File: src/sv/jtld_pkg.sv
`default_nettype none
// ----------------------------------------------------------------------------
// Jump detector package
// Shared types, widths and codes for the jump takeoff and landing detector.
// ----------------------------------------------------------------------------
package jtld_pkg;

   localparam int SAMPLE_BITS    = 10;
   localparam int THRESH_BITS    = 10;
   localparam int WINDOW_BITS    = 16;
   localparam int STAMP_BITS     = 32;
   localparam int PHASE_BITS     = 3;
   localparam int CMP_BITS       = (SAMPLE_BITS > THRESH_BITS) ? SAMPLE_BITS : THRESH_BITS;
   localparam int CSR_INDEX_BITS = 1;
   localparam int CSR_DATA_BITS  = 16;

   localparam logic [THRESH_BITS-1:0] THRESH_RESET = THRESH_BITS'(100);
   localparam logic [WINDOW_BITS-1:0] WINDOW_RESET = WINDOW_BITS'(1000);

   localparam logic [CSR_INDEX_BITS-1:0] CSR_FORCE_THRESHOLD  = 1'b0;
   localparam logic [CSR_INDEX_BITS-1:0] CSR_SETTLE_WINDOW_MS = 1'b1;

   typedef enum logic [PHASE_BITS-1:0] {
      PH_GROUND     = 3'd0,
      PH_MAYBE_UP   = 3'd1,
      PH_AIR        = 3'd2,
      PH_MAYBE_DOWN = 3'd3,
      PH_LANDED     = 3'd4
   } phase_type;

   typedef struct packed {
      logic [SAMPLE_BITS-1:0] sample;
      logic [STAMP_BITS-1:0]  now_ms;
      logic                   clear;
   } req_type;

   typedef struct packed {
      logic                   jumped;
      logic                   landed;
      logic                   ready_res;
      logic [STAMP_BITS-1:0]  air_time_ms;
      logic [SAMPLE_BITS-1:0] peak_takeoff;
      logic [SAMPLE_BITS-1:0] peak_landing;
      logic [PHASE_BITS-1:0]  phase_now;
   } rsp_type;

endpackage
`default_nettype wire

File: src/sv/jump_takeoff_landing_detector.sv
`default_nettype none
// ----------------------------------------------------------------------------
// Jump takeoff and landing detector
// Five-phase detector on force samples that reports takeoff, landing, air
// time and peak forces, with one result per request.
// ----------------------------------------------------------------------------
// Channel   Direction  Handshake            Payload
// req       in         req_valid/req_stall  req_data (sample, now_ms, clear)
// rsp       out        rsp_valid/rsp_stall  rsp_data (flags, air time, peaks)
// csr       in         csr_valid/csr_ready  csr_index, csr_wdata
//
// Each request's result is registered in the output register in the cycle
// after acceptance, and a new request is accepted every cycle unless stalled.
// The request side stalls only while the output register holds a result that
// the response side stalls.
// Synchronous reset restores the threshold and settle window and returns to the grounded phase.
// ----------------------------------------------------------------------------
module jump_takeoff_landing_detector
   import jtld_pkg::*;
(
   input  wire logic                      clock,
   input  wire logic                      reset,
   input  wire logic                      req_valid,
   output      logic                      req_stall,
   input  wire req_type                   req_data,
   output      logic                      rsp_valid,
   input  wire logic                      rsp_stall,
   output      rsp_type                   rsp_data,
   input  wire logic                      csr_valid,
   output      logic                      csr_ready,
   input  wire logic [CSR_INDEX_BITS-1:0] csr_index,
   input  wire logic [CSR_DATA_BITS-1:0]  csr_wdata
);

   logic [THRESH_BITS-1:0] thresh_ff;
   logic [WINDOW_BITS-1:0] window_ff;

   phase_type              phase_ff, phase_in, phase_base;
   logic [STAMP_BITS-1:0]  takeoff_ff, takeoff_in, takeoff_base;
   logic [STAMP_BITS-1:0]  landing_ff, landing_in, landing_base;
   logic [STAMP_BITS-1:0]  air_ff, air_in, air_base;
   logic [SAMPLE_BITS-1:0] peak_up_ff, peak_up_in, peak_up_base;
   logic [SAMPLE_BITS-1:0] peak_down_ff, peak_down_in, peak_down_base;
   logic                   jumped_ff, jumped_in, jumped_base;
   logic                   landed_ff, landed_in, landed_base;
   logic                   ready_ff, ready_in, ready_base;

   logic                   rsp_valid_ff, rsp_valid_in;
   rsp_type                rsp_data_ff;

   logic                   accept;
   logic                   below, above, in_window;
   logic [STAMP_BITS-1:0]  since_landing;

   assign req_stall = rsp_valid_ff & rsp_stall;
   assign accept    = req_valid & ~req_stall;
   assign csr_ready = 1'b1;
   assign rsp_valid = rsp_valid_ff;
   assign rsp_data  = rsp_data_ff;

   always_ff @(posedge clock) begin
      if (reset) begin
         thresh_ff <= THRESH_RESET;
         window_ff <= WINDOW_RESET;
      end else if (csr_valid && csr_ready) begin
         unique case (csr_index)
            CSR_FORCE_THRESHOLD:  thresh_ff <= csr_wdata[THRESH_BITS-1:0];
            CSR_SETTLE_WINDOW_MS: window_ff <= csr_wdata[WINDOW_BITS-1:0];
            default: ;
         endcase
      end
   end

   // A clear request zeroes the detector before its sample is processed.
   always_comb begin
      phase_base     = req_data.clear ? PH_GROUND : phase_ff;
      takeoff_base   = req_data.clear ? '0 : takeoff_ff;
      landing_base   = req_data.clear ? '0 : landing_ff;
      air_base       = req_data.clear ? '0 : air_ff;
      peak_up_base   = req_data.clear ? '0 : peak_up_ff;
      peak_down_base = req_data.clear ? '0 : peak_down_ff;
      jumped_base    = req_data.clear ? 1'b0 : jumped_ff;
      landed_base    = req_data.clear ? 1'b0 : landed_ff;
      ready_base     = req_data.clear ? 1'b0 : ready_ff;
   end

   assign below = CMP_BITS'(req_data.sample) < CMP_BITS'(thresh_ff);
   assign above = CMP_BITS'(req_data.sample) > CMP_BITS'(thresh_ff);
   assign since_landing = req_data.now_ms - landing_base;
   assign in_window = since_landing < STAMP_BITS'(window_ff);

   always_comb begin
      unique case (phase_base)
         PH_MAYBE_UP:   phase_in = below ? PH_AIR : PH_GROUND;
         PH_AIR:        phase_in = above ? PH_MAYBE_DOWN : PH_AIR;
         PH_MAYBE_DOWN: phase_in = above ? PH_LANDED : PH_AIR;
         PH_LANDED:     phase_in = PH_LANDED;
         default:       phase_in = below ? PH_MAYBE_UP : PH_GROUND;
      endcase
   end

   always_comb begin
      takeoff_in   = takeoff_base;
      landing_in   = landing_base;
      air_in       = air_base;
      peak_up_in   = peak_up_base;
      peak_down_in = peak_down_base;
      jumped_in    = jumped_base;
      landed_in    = landed_base;
      ready_in     = ready_base;
      unique case (phase_base)
         PH_MAYBE_UP: begin
            if (req_data.sample > peak_up_base) peak_up_in = req_data.sample;
            if (below) begin
               takeoff_in = req_data.now_ms;
               jumped_in  = 1'b1;
            end
         end
         PH_AIR: ;
         PH_MAYBE_DOWN: begin
            if (above) begin
               air_in     = req_data.now_ms - takeoff_base;
               landing_in = req_data.now_ms;
               landed_in  = 1'b1;
               if (req_data.sample > peak_down_base) peak_down_in = req_data.sample;
            end
         end
         PH_LANDED: begin
            if (in_window) begin
               if (req_data.sample > peak_down_base) peak_down_in = req_data.sample;
            end else begin
               ready_in = 1'b1;
            end
         end
         default: begin
            if (req_data.sample > peak_up_base) peak_up_in = req_data.sample;
         end
      endcase
   end

   always_comb begin
      rsp_valid_in = accept | (rsp_valid_ff & rsp_stall);
   end

   always_ff @(posedge clock) begin
      if (reset) begin
         phase_ff     <= PH_GROUND;
         takeoff_ff   <= '0;
         landing_ff   <= '0;
         air_ff       <= '0;
         peak_up_ff   <= '0;
         peak_down_ff <= '0;
         jumped_ff    <= 1'b0;
         landed_ff    <= 1'b0;
         ready_ff     <= 1'b0;
         rsp_valid_ff <= 1'b0;
      end else begin
         rsp_valid_ff <= rsp_valid_in;
         if (accept) begin
            phase_ff     <= phase_in;
            takeoff_ff   <= takeoff_in;
            landing_ff   <= landing_in;
            air_ff       <= air_in;
            peak_up_ff   <= peak_up_in;
            peak_down_ff <= peak_down_in;
            jumped_ff    <= jumped_in;
            landed_ff    <= landed_in;
            ready_ff     <= ready_in;
         end
      end
   end

   always_ff @(posedge clock) begin
      if (accept) begin
         rsp_data_ff.jumped       <= jumped_in;
         rsp_data_ff.landed       <= landed_in;
         rsp_data_ff.ready_res    <= ready_in;
         rsp_data_ff.air_time_ms  <= air_in;
         rsp_data_ff.peak_takeoff <= peak_up_in;
         rsp_data_ff.peak_landing <= peak_down_in;
         rsp_data_ff.phase_now    <= phase_in;
      end
   end

endmodule
`default_nettype wire

File: config.mk
export PLATFORM = sky130hd
export DESIGN_NAME = jump_takeoff_landing_detector
export DESIGN_NICKNAME = d
export VERILOG_FILES = /design/src/sv/jtld_pkg.sv /design/src/sv/jump_takeoff_landing_detector.sv
export SDC_FILE = /design/constraint.sdc
export NUM_CORES = 1
export LEC_CHECK = 0
export BUFFER_PORTS_ARGS = -buffer_cell sky130_fd_sc_hd__buf_2
export CAP_MARGIN = 20
export CORE_MARGIN = 2
export CORE_UTILIZATION = 25
export DETAILED_ROUTE_END_ITERATION = 16
export GPL_TIMING_DRIVEN = 0
export HOLD_SLACK_MARGIN = 0.15
export PLACE_DENSITY = 0.43
export SETUP_SLACK_MARGIN = 0.2
export SLEW_MARGIN = 5
export SYNTH_ARGS = -nofsm -noshare
export SYNTH_HDL_FRONTEND = slang
export SYNTH_SLANG_ARGS = --single-unit
File: constraint.sdc
create_clock -name clock -period 11.1 [get_ports clock]
set_input_delay 1.11 -clock clock [delete_from_list [all_inputs] [get_ports clock]]
set_output_delay 1.11 -clock clock [all_outputs]
set_load 0.05 [all_outputs]
==> reports/metrics.cfg <==
[detailed_routing]
avgRoutedWirePerCell_um=17.6
viasPerCell=4.80
antenna_left=0
drc_errors=0
drt_iter0_drc=721
routed_wl_mm=41.7
first_pass_iters=5
vias=11373

[job]
max_cap_violations=0

[timing]
fin_setup_tns_ns=0
period_needed_ns=7.57
rsz0062_at_grt=no
slew_viol_final=0
skew_ns=0.0261
hold_viol_final=0
fmax_mhz=132
worstMarginPinSlew_ns=0.819
relSlewSlack_pct=45.0
setup_violations=0
fin_crit_sh_pct=68.2

[setup_path]
crit_start=req_data[0]
cp_slowest_stage_delay_ns=0.49
crit_buf_inv=7
reg2reg_slack_ns=5.59
worst_path_max_delay_cell=clkbuf_1
worstPathRequired_ns=11.52
crit_path_end_kind=flip-flop
cp.arrival_ns=7.99
cp-start-kind=input pin
reg2reg_from=landing_ff[2]
crit_fanout=10
crit_family=compound AO/OA/AOI/OAI gates
path_common_cell=nand2_1
criticalPathCategory=input pin to flip-flop

[cells_and_area]
drive_gt1_share_pct=12.9
fin_nets=1855
final_area_um2=15000
syn_to_final_growth_pct=18.7

[clock_tree]
cts_made_buffers=26
clk_latency_ns=0.55
cts_buffer_depth=3
cts.clk_slew.worst_paths_ns=0.06
cts_resized=0
cts-root-buf=clkbuf_16
cts_sinks=207
ctsHoldBuffers=0
htreeDepth=1
postCtsSetupRepairBufs=0
cts_tree=built

[die]
core_area_um2=50100
die_area_um2=52400
design.portCount=126
initial_core_util_pct=25.3
placementRows=82
die_height_um=229
die_x_um=229

[global_routing]
antenna_found_initial=1
grt.total_usage_pct=15.8
grt_overflow=0
grt_first_pass_wirelength_mm=65.8
grt_pass1_vias=11167
grt_max_degree=36

[synthesis]
synthArstFlopShare_pct=0
ys_seq_area_share_pct=37.4
synth.top_cells.by_count=238 x nand2_1, 186 x nor2_1, 149 x dfxtp_1, 109 x ha_1, 91 x a21oi_1
synth_nets=1702
synth_area_um2=12600
ys_seq_elements=207
synth_warnings=0
yosys.area.top_type_share_pct=23.6
syn_area_per_cell_um2=8.29
synthFlopType=dfxtp_1
ys_types=76
synth_edf_count=58
synthTopCellsByArea=dfxtp_1 24%, edfxtp_1 14%, ha_1 11%
synth_area_leader_cell=dfxtp_1
synthCells=1526
yosysMostFrequentCell=nand2_1

[placed_design]
dpl.hpwl_mm=33.1
portBuffers=124
gp_congestion=0.851
placed_area_um2=14100

[status]
status=finished clean

[hold_path]
hp-class=flip-flop to flip-flop
hp-start=window_ff[0]

[pwr]
leakage_nw=5.84
powerDensity_nw_per_um2=137
vdd_ir_drop_max_mv=0.0629

## report_power, final
| group | internal (mW) | switching (mW) |
|---|---|---|
| registers | 0.807 | 0.0106 |
| clock network | 0.519 | 0.346 |
| logic | 0.119 | 0.255 |
## layout by cell type (no fill, tap or decap), types with 28 or more instances in the layout
master and count:
nand2_1 238, nor2_1 186, dfxtp_1 149, buf_2 136
ha_1 109, a21oi_1 91, a22oi_1 69, clkbuf_1 61
inv_1 59, edfxtp_1 58, o21ai_0 53, nor3_1 49
nand3_1 44, xnor2_1 31, mux2i_1 28, clkbuf_16 28
## metrics by stage
stage               cells  total power [mW]  utilization (%)  setup WS, ns  hold slack, ns
finish               2371              2.06             30.0          3.53           0.450
global route         2371              2.15             30.0          2.90           0.473
CTS                  2370              2.09             30.0          3.53           0.455
detailed placement   2323              1.21             28.2          2.96           0.448
global placement     2322              1.21             28.2          2.98           0.446
floorplan            1526              1.09                -          5.17           0.432
## sequential cells by signal, summed over array words and instances, names as in the netlist
signal        count
peak_up_ff       10
takeoff_ff       32
landed_ff         1
landing_ff       32
peak_down_ff     10
jumped_ff         1
ready_ff          1
air_ff           32
phase_ff          3
thresh_ff        10
rsp_data         58
window_ff        16
rsp_valid         1
## metal layers
layer | wire (um) | part of all wire [%] | track usage [%]
met5 | 0 | 0 | 0
met4 | 727 | 1.7 | 3.43
met3 | 1270 | 3.1 | 1.53
met2 | 19500 | 47 | 26.7
met1 | 20200 | 48 | 21.8
## path summary, 6_finish.rpt
check / to / cells past startpoint
min reg2reg: window_ff[0] / 2
max: rsp_data[3] / 31
min: window_ff[0] / 2
max reg2reg: rsp_data[3] / 26
## kinds of logic (layout without fill, tap and decap cells)
group / after synthesis / count (layout) / share of synthesized area [%]
simple gates: 618 / 618 / 21.5
compound gates: 372 / 372 / 20.0
flops: 207 / 207 / 37.4
buf+inv: 139 / 311 / 4.29
fa+ha+maj: 111 / 111 / 11.1
xor+xnor: 45 / 45 / 3.12
mux: 33 / 33 / 2.66
other cells: 1 / 2 / 0.0297
## worst min-delay path, delay by kind of cell (launching register included)
family	cells	cell delay, ns
flip-flops	1	0.30
AND/OR/NAND/NOR	1	0.05
AO/OA/AOI/OAI	1	0.05
## cell type report
cell class / count / area (um2)
Fill cell: 5485 / 35100
Multi-Input combinational cell: 1180 / 7380
Sequential cell: 207 / 4720
Tap cell: 672 / 841
Clock buffer: 35 / 747
Timing Repair Buffer: 125 / 641
Buffer: 78 / 315
Inverter: 61 / 229
Clock inverter: 12 / 128
Antenna cell: 1 / 2.50
Note: power is estimated with default switching activity, not from simulation.
